**config.mk**
```make
export PLATFORM = sky130hd
export DESIGN_NAME = fifo_with_running_max
export DESIGN_NICKNAME = d
export VERILOG_FILES = /design/src/hdl/fwrm_pkg.sv /design/src/hdl/fwrm_cell.sv /design/src/hdl/fifo_with_running_max.sv
export SDC_FILE = /design/constraint.sdc
export NUM_CORES = 2
export LEC_CHECK = 0
export ABC_AREA = 1
export BUFFER_PORTS_ARGS = -buffer_cell sky130_fd_sc_hd__buf_2
export CAP_MARGIN = 25
export CELL_PAD_IN_SITES_DETAIL_PLACEMENT = 0
export CELL_PAD_IN_SITES_GLOBAL_PLACEMENT = 1
export CORE_AREA = 3 3 453 455
export DETAILED_ROUTE_END_ITERATION = 12
export DIE_AREA = 0 0 456 458
export GPL_TIMING_DRIVEN = 0
export PLACE_DENSITY_LB_ADDON = 0.1
export SETUP_SLACK_MARGIN = 0.15
export SYNTH_ARGS = -nofsm -noshare
export SYNTH_HDL_FRONTEND = slang
export SYNTH_HIERARCHICAL = 1
export SYNTH_SLANG_ARGS = --single-unit
export TNS_END_PERCENT = 100
```
**constraint.sdc**
```tcl
create_clock -name clk -period 2.8 [get_ports clk]
set_input_delay 0.28 -clock clk [delete_from_list [all_inputs] [get_ports clk]]
set_output_delay 0.28 -clock clk [all_outputs]
set_load 0.005 [all_outputs]
```
**src/hdl/fwrm_pkg.sv**
```systemverilog
package fwrm_pkg;

    localparam int DEPTH  = 16;
    localparam int VAL_W  = 32;
    localparam int COUNT_W = $clog2(DEPTH + 1);

    localparam logic OP_ENQ = 1'b0;
    localparam logic OP_DEQ = 1'b1;

    localparam logic [1:0] ST_OK    = 2'd0;
    localparam logic [1:0] ST_EMPTY = 2'd1;
    localparam logic [1:0] ST_FULL  = 2'd2;

    typedef struct packed {
        logic                    op;
        logic signed [VAL_W-1:0] value_in;
    } req_t;

    typedef struct packed {
        logic signed [VAL_W-1:0] value_out;
        logic [1:0]              status;
        logic signed [VAL_W-1:0] queue_max;
        logic                    has_max;
        logic [COUNT_W-1:0]      occupancy;
    } rsp_t;

    // Command broadcast to every cell of the chain.
    typedef struct packed {
        logic                    enq;
        logic                    deq;
        logic signed [VAL_W-1:0] value;
    } cmd_t;

    // Contents of one cell: the entry and the maximum over it and all younger entries.
    typedef struct packed {
        logic                    valid;
        logic signed [VAL_W-1:0] value;
        logic signed [VAL_W-1:0] suffix_max;
    } cell_t;

endpackage

```
**src/hdl/fwrm_cell.sv**
```systemverilog
module fwrm_cell (
    input  logic           clk,
    input  logic           rst_n,
    input  fwrm_pkg::cmd_t cmd,
    input  logic           prev_valid,
    input  fwrm_pkg::cell_t succ,
    output fwrm_pkg::cell_t state,
    output fwrm_pkg::cell_t state_next
);

    logic                        valid_reg;
    logic signed [fwrm_pkg::VAL_W-1:0] value_reg;
    logic signed [fwrm_pkg::VAL_W-1:0] max_reg;

    assign state.valid      = valid_reg;
    assign state.value      = value_reg;
    assign state.suffix_max = max_reg;

    always_comb
    begin
        state_next = state;
        if (cmd.deq)
        begin
            state_next = succ;
        end
        else if (cmd.enq)
        begin
            if (valid_reg)
            begin
                if (cmd.value > max_reg)
                begin
                    state_next.suffix_max = cmd.value;
                end
            end
            else if (prev_valid)
            begin
                state_next.valid      = 1'b1;
                state_next.value      = cmd.value;
                state_next.suffix_max = cmd.value;
            end
        end
    end

    always_ff @(posedge clk or negedge rst_n)
    begin
        if (!rst_n)
        begin
            valid_reg <= 1'b0;
        end
        else
        begin
            valid_reg <= state_next.valid;
        end
    end

    always_ff @(posedge clk)
    begin
        value_reg <= state_next.value;
        max_reg   <= state_next.suffix_max;
    end

endmodule

```
**src/hdl/fifo_with_running_max.sv**
```systemverilog
// Queue of signed 32-bit values that also reports the largest value it holds.
// The req channel carries one operation per transfer: an enqueue of value_in
// or a dequeue of the oldest entry. The rsp channel returns exactly one result
// per request, in order: the dequeued value, a status, the occupancy, and the
// maximum over the entries left after the operation.
// The entries live in a chain of cells with the oldest entry in the first cell.
// Each cell keeps the maximum over itself and every younger entry, so the
// queue maximum is always ready in the first cell; a dequeue shifts the whole
// chain by one cell and an enqueue fills the first empty cell.
// The result of a request is presented on rsp in the cycle after its transfer.
// Throughput is one request per cycle while rsp is not stalled, set by the
// single output register, which is freed in the same cycle it is taken.
// While rsp is stalled with a result waiting, req_stall is raised and the
// result is held unchanged. A dequeue from an empty queue and an enqueue to a
// full queue leave the queue unchanged and are reported in the status.
// Reset empties the queue and clears the output valid flag; no clearing pass.
module fifo_with_running_max (
    input  logic           clk,
    input  logic           rst_n,
    input  logic           req_valid,
    output logic           req_stall,
    input  fwrm_pkg::req_t req,
    output logic           rsp_valid,
    input  logic           rsp_stall,
    output fwrm_pkg::rsp_t rsp
);

    localparam int DEPTH   = fwrm_pkg::DEPTH;
    localparam int COUNT_W = fwrm_pkg::COUNT_W;

    fwrm_pkg::cell_t cur [DEPTH+1];
    fwrm_pkg::cell_t nxt [DEPTH];
    fwrm_pkg::cmd_t  cmd;
    fwrm_pkg::rsp_t  rsp_reg;
    fwrm_pkg::rsp_t  rsp_next;
    logic            rsp_valid_reg;
    logic [COUNT_W-1:0] count_reg;
    logic [COUNT_W-1:0] count_next;
    logic            accept;
    logic            empty;
    logic            full;

    assign req_stall = rsp_valid_reg && rsp_stall;
    assign accept    = req_valid && !req_stall;
    assign empty     = (count_reg == '0);
    assign full      = (count_reg == COUNT_W'(DEPTH));

    assign cmd.enq   = accept && (req.op == fwrm_pkg::OP_ENQ) && !full;
    assign cmd.deq   = accept && (req.op == fwrm_pkg::OP_DEQ) && !empty;
    assign cmd.value = req.value_in;

    assign cur[DEPTH] = '0;

    for (genvar i = 0; i < DEPTH; i++)
    begin : g_cell
        logic prev_valid;
        if (i == 0)
        begin : g_first
            assign prev_valid = 1'b1;
        end
        else
        begin : g_rest
            assign prev_valid = cur[i-1].valid;
        end
        fwrm_cell u_cell (
            .clk        (clk),
            .rst_n      (rst_n),
            .cmd        (cmd),
            .prev_valid (prev_valid),
            .succ       (cur[i+1]),
            .state      (cur[i]),
            .state_next (nxt[i])
        );
    end

    always_comb
    begin
        count_next = count_reg;
        if (cmd.enq)
        begin
            count_next = count_reg + COUNT_W'(1);
        end
        else if (cmd.deq)
        begin
            count_next = count_reg - COUNT_W'(1);
        end

        rsp_next.value_out = '0;
        rsp_next.status    = fwrm_pkg::ST_OK;
        if (req.op == fwrm_pkg::OP_DEQ)
        begin
            if (empty)
            begin
                rsp_next.status = fwrm_pkg::ST_EMPTY;
            end
            else
            begin
                rsp_next.value_out = cur[0].value;
            end
        end
        else if (full)
        begin
            rsp_next.status = fwrm_pkg::ST_FULL;
        end
        rsp_next.has_max   = nxt[0].valid;
        rsp_next.queue_max = nxt[0].valid ? nxt[0].suffix_max : '0;
        rsp_next.occupancy = count_next;
    end

    always_ff @(posedge clk or negedge rst_n)
    begin
        if (!rst_n)
        begin
            count_reg     <= '0;
            rsp_valid_reg <= 1'b0;
        end
        else
        begin
            count_reg <= count_next;
            if (accept)
            begin
                rsp_valid_reg <= 1'b1;
            end
            else if (!rsp_stall)
            begin
                rsp_valid_reg <= 1'b0;
            end
        end
    end

    always_ff @(posedge clk)
    begin
        if (accept)
        begin
            rsp_reg <= rsp_next;
        end
    end

    assign rsp_valid = rsp_valid_reg;
    assign rsp       = rsp_reg;

endmodule

```
Yosys cells after proc, flatten, opt, wreduce, memory -nomap -nowiden

Cells that the tools add are included.

Equal/unequal tests: 32
$lt $le $gt $ge: 16
Reductions and logical operators: 72
Bitwise gates (word level): 2
Muxes and demuxes: 102
Add/sub/neg operators: 2

Operators with widths:

| operator              | count |
|---|---|
| $mux W65              | 47 |
| $mux W32              | 33 |
| $gt A32 B32 Y1        | 16 |
| $mux W33              | 15 |
| $reduce_and A3 Y1     | 30 |
| $ne A3 B3 Y1 const B  | 14 |
| $reduce_bool A3 Y1    | 14 |
| $ne A2 B2 Y1 const B  | 16 |
| $reduce_bool A2 Y1    | 16 |
| $mux W5               | 2 |
| $logic_and A1 B1 Y1   | 6 |
| $add A5 B1 Y5 const B | 1 |
| $eq A5 B5 Y1 const B  | 1 |
| $logic_not A5 Y1      | 1 |
| $sub A5 B1 Y5 const B | 1 |
| $mux W2               | 2 |
| $logic_not A1 Y1      | 3 |
| $mux W1               | 3 |
| $ne A2 B1 Y1 const B  | 1 |
| $not A1 Y1            | 2 |
| $reduce_and A2 Y1     | 1 |
| $reduce_or A2 Y1      | 1 |

Word-level logic and storage cells: 281
Register bits after elaboration: 1118
Input bits: 37
Output and inout bits: 74

Longest topological paths before layout

Word-level depth: 7
Depth in mapped cells: 23

By module

The synthesis kept the hierarchy.

By module, submodules not included:

| module                            | cells each | area an instance (µm²) | times used | seq. area each (µm²) |
|---|---|---|---|---|
| fwrm_cell at g_cell[0].u_cell ... | 754        | 4739.5                 | 9          | 1306.3 |
| fwrm_cell at g_cell[3].u_cell ... | 755        | 4946.0                 | 7          | 1306.3 |
| fifo_with_running_max             | 271        | 3141.8                 | 1          | 2312.2 |

Least setup slack after synthesis

Ideal clock, no wire load.

Path kind: register to register
From: reg count_reg[0]
To: reg rsp_reg (netlist bit rsp[10]), data pin
Required time: 2.671 ns
Period minus slack after synthesis: 2.636 ns
Cell stages (with the launch flop): 12
Arrival time: 2.508 ns
Setup time: 0.129 ns
Path buffers: 2
Slack: 0.164 ns
Cells stage by stage: dfrtp_1 inv_1 ha_1 nand3_2 nand2_2 inv_2 nand2_1 clkbuf_1 a31oi_1 clkbuf_1 nand2_1 inv_1

RTL lines:

| element                  | RTL line                     | text |
|---|---|---|
| start: declaration       | fifo_with_running_max.sv:37  | `logic [COUNT_W-1:0] count_reg;` |
| start signal: assignment | fifo_with_running_max.sv:119 | `count_reg <= count_next;` |
| end signal: assignment   | fifo_with_running_max.sv:135 | `rsp_reg <= rsp_next;` |
| end: declaration         | fifo_with_running_max.sv:34  | `fwrm_pkg::rsp_t rsp_reg;` |

==> reports/metrics.yaml <==
status:
  run_status: "complete, no violations"
worst_setup_path:
  critical_path_required_ns: 3.37
  worst_ep_arrival_time_ns: 3.10
  critical_path_sink: "rsp[19]"
  critical_path_class: "reg -> reg"
  setup.worst_path.end_class: "flop"
  crit-reg2reg-capture: "rsp[19]"
  critical_path.reg2reg.startpoint: "g_cell[0].u_cell/max_reg[23]"
  reg2reg_setup_slack_ns: 0.27
  critPathMaxFanout: 8
  worstRegToRegCells: 18
  worst_setup_path_start_kind: "flop"
  critical_path.startpoint: "g_cell[0].u_cell/max_reg[23]"
logic_synthesis:
  synth_xor_area_share_pct: 0.0327
  synthesis.instances: 12300
  synth-compound-area-share_pct: 15.7
  postSynthAreaPerCell_um2: 6.52
  synth_commonest_cells: "sky130_fd_sc_hd__nand2_1 (3222), sky130_fd_sc_hd__inv_1 (1300), sky130_fd_sc_hd__o21ai_0 (1049), sky130_fd_sc_hd__dfxtp_1 (1024), sky130_fd_sc_hd__a21oi_1 (713)"
  synth_ff_type: "sky130_fd_sc_hd__dfxtp_1"
  synth_seq_cells: 1118
  cell_with_the_most_instances_after_synthesis: "sky130_fd_sc_hd__nand2_1"
  synthTopCellsByArea: "sky130_fd_sc_hd__dfxtp_1 (25%), sky130_fd_sc_hd__nand2_1 (15%), sky130_fd_sc_hd__ha_1 (8.0%)"
  yosys.area.top_type: "sky130_fd_sc_hd__dfxtp_1"
  synth_adder_area_share_pct: 8.00
  synth.distinct_cells: 38
  async_reset_ff_share_pct: 1.97
  dominant_combinational_cell_family_by_area_after_synthesis: "simple AND/OR/NAND/NOR gates"
  synth_enable_flop_cells: 72
  synthDominantCellAreaShare_pct: 25.5
  synthMuxAreaShare_pct: 0
  basic_gate_share_of_the_synthesized_area_counting_and_or_nand_and_nor_cells_pct: 35.0
  yosys_warnings: 6
  synth_sequential_area_ratio_pct: 28.9
  synth.cell_area_um2: 80400
sta:
  hold_viol_final: 0
  achievable-frequency_ghz: 0.395
  finClkSkew_ns: 0.0353
  totalNegativeSetupSlack_ns: 0
  drv_slew: 0
  grt_setup_unrepaired: "true"
  worst_margin_slew_ns: 1.09
  whs_ns: 0.0799
  finalWorstPathRequiredPeriod_ns: 2.53
  finalCritPeriodShare_pct: 90.4
  postLayoutSetupSlackWorst_ns: 0.270
  maxSlewHeadroom_pct: 27.3
  setup_viol_count_final: 0
place:
  place.detailed.hpwl_mm: 224
  placedInstanceArea_um2: 85600
  dpl_worst_slack_ns: -1.36
  globalplace.congestion: 0.858
  post-place-cells: 15200
  port_buffers: 110
die:
  chipHeight_um: 458
  die_w_um: 456
  initial_core_util_pct: 39.9
  die_area_um2: 209000
  io-pin-count: 111
  std_cell_rows: 165
  core_area_um2: 202000
drt:
  wl_met3_mm: 17.3
  routed-via-count: 84900
  dr_wl_met2_mm: 150
  drt-pass1-iter-count: 6
  detail-route-antenna-nets: 0
  route.top_layer_used: "met4"
  drcViolationCount: 0
  wirelength_mm: 313
  detail_route.iter0.violations: 7304
  routedLengthMet1_mm: 131
  post_drt_via_cell_ratio: 5.47
  routedWlPerCell_um: 20.2
finish:
  post_route_cells_drive_above_1_share_pct: 12.1
  layout.cells.non_filler: 15500
  nFillCells: 21100
  finalNetCount: 13300
  syn2layout_area_growth_pct: 13.5
  finish.instance_area_um2: 91300
  fin_util_pct: 45.3
clocking:
  tritoncts_num_sinks: 1118
  cts_tree: "built"
  clock_latency_on_the_worst_skew_pair_ns: 0.81
  cts-root-to-sink-buffers: 3
  clk_root_buffer_cell: "sky130_fd_sc_hd__clkbuf_16"
  cts_inserted_buffers: 145
  cts_max_level: 4
  cts.reportedPaths.clkPinSlew_ns: 0.06
power:
  power_density_nw_per_um2: 1060
  finalPower_mw: 96.5
  peakVddDrop_uv: 688
  leakagePower_nw: 43.3
global_routing:
  antenna_found_initial: 5
  wire_length_of_the_first_global_routing_pass_mm: 475
  grt_usage_pct: 28.6
  grt-ovfl-total: 0
  largest_net_degree_at_the_start_of_global_routing: 73
  grt_pass1_vias: 81800
worst_hold_path:
  min-delay-path-class: "in -> reg"
flow_run:
  max_cap_viol_count: 0
[per-layer routing]
layer / GRT usage (%) / vias up
met5: 0 / -
met4: 11.7 / 0
met3: 3.50 / 744
met2: 50.2 / 2959
met1: 35.4 / 39600
li1: - / 41600
[power by group]
group          switching [mW]  total [mW]  internal (mW)  leakage (nW)
sequential               4.83        28.1           23.3          9.44
combinational            31.4        49.1           17.7          31.5
clock                    8.03        19.3           11.3          2.39
total                    44.3        96.5           52.2          43.3
[critical path, stage by stage, from the launching register on]
cell	delay (ns)
sky130_fd_sc_hd__dfxtp_1	0.32
sky130_fd_sc_hd__inv_2	0.07
sky130_fd_sc_hd__ha_4	0.26
sky130_fd_sc_hd__nand2_1	0.07
sky130_fd_sc_hd__nor2_2	0.13
sky130_fd_sc_hd__nand4_1	0.16
sky130_fd_sc_hd__nor2_4	0.19
sky130_fd_sc_hd__nand2_4	0.08
sky130_fd_sc_hd__nand2_2	0.07
sky130_fd_sc_hd__nand2_4	0.08
sky130_fd_sc_hd__nand3_4	0.24
sky130_fd_sc_hd__clkbuf_16	0.21
sky130_fd_sc_hd__nand2_2	0.04
sky130_fd_sc_hd__nand3_1	0.06
sky130_fd_sc_hd__nand2_1	0.05
sky130_fd_sc_hd__nand2_1	0.05
sky130_fd_sc_hd__nand2_1	0.08
sky130_fd_sc_hd__nand2_1	0.08
sky130_fd_sc_hd__inv_1	0.04
[final cells by class]
cell class	instances	area (um2)	share of cell area, %
clock inverter	52	679	0.744
sequential	1118	23200	25.4
multi-input combinational	9115	47900	52.5
timing repair inverter	1	6.26	0.00685
inverter	1336	5050	5.53
clock buffer	212	4190	4.59
tap	2672	3340	3.66
timing repair buffer	163	1780	1.95
antenna	2	5.00	0.00548
buffer	837	5090	5.58
[how the worst min path moves through the flow]
stage | to | from | slack, ns | cells after the start
6_report | count_reg[2] | req_valid | 0.08 | 6
5_1_grt | count_reg[2] | req_valid | 0.08 | 6
4_1_cts | count_reg[4] | req_valid | 0.02 | 6
3_5_place_dp | g_cell[8].u_cell/value_reg[7] | g_cell[9].u_cell/value_reg[7] | 0.44 | 2
3_3_place_gp | g_cell[5].u_cell/value_reg[21] | g_cell[6].u_cell/value_reg[21] | 0.44 | 2
2_1_floorplan | count_reg[0] | rst_n | -0.02 | 0
[kinds of logic after synthesis]
kind of cell | after synthesis
AO/OA/AOI/OAI | 2361
XOR/XNOR | 3
flip-flops | 1118
buffers and inverters | 2174
other | 2
AND/OR/NAND/NOR | 6170
adder cells (fa/ha/maj) | 514
[layout by cell type, fill, tap and decap left out, types with 12 or more instances in the layout]
cell / n
sky130_fd_sc_hd__nor2_4: 46
sky130_fd_sc_hd__a21oi_1: 709
sky130_fd_sc_hd__dfxtp_1: 1024
sky130_fd_sc_hd__dlygate4sd2_1: 23
sky130_fd_sc_hd__buf_2: 194
sky130_fd_sc_hd__a31oi_1: 15
sky130_fd_sc_hd__ha_4: 12
sky130_fd_sc_hd__inv_1: 1284
sky130_fd_sc_hd__buf_6: 70
sky130_fd_sc_hd__buf_4: 67
sky130_fd_sc_hd__nand3_1: 536
sky130_fd_sc_hd__o22ai_1: 512
sky130_fd_sc_hd__o21ai_0: 1048
sky130_fd_sc_hd__ha_1: 502
sky130_fd_sc_hd__nand4_1: 530
sky130_fd_sc_hd__clkinv_2: 25
sky130_fd_sc_hd__nand3_4: 25
sky130_fd_sc_hd__buf_16: 33
sky130_fd_sc_hd__conb_1: 67
sky130_fd_sc_hd__inv_2: 39
sky130_fd_sc_hd__dfrtp_1: 22
sky130_fd_sc_hd__nand2_1: 3204
sky130_fd_sc_hd__clkbuf_16: 151
sky130_fd_sc_hd__clkbuf_1: 447
sky130_fd_sc_hd__clkbuf_2: 74
sky130_fd_sc_hd__clkbuf_8: 106
sky130_fd_sc_hd__edfxtp_1: 72
sky130_fd_sc_hd__nand2_2: 556
sky130_fd_sc_hd__nand2_4: 18
sky130_fd_sc_hd__nor2_1: 691
sky130_fd_sc_hd__nor3_1: 512
sky130_fd_sc_hd__clkbuf_4: 22
sky130_fd_sc_hd__a21oi_2: 19
sky130_fd_sc_hd__a21o_1: 16
sky130_fd_sc_hd__o21a_1: 25
sky130_fd_sc_hd__nor2_2: 21
sky130_fd_sc_hd__nand3_2: 16
[timing repair]
action	in CTS	in global routing
endpoints found under the setup margin	1022	878
buffers inserted	3	8
pin swaps	0	9
endpoints found under the hold margin	30	0
gates cloned	2	4
gates resized for setup	162	179
hold buffers	4	0
Note: power is estimated with default switching activity, not from simulation.
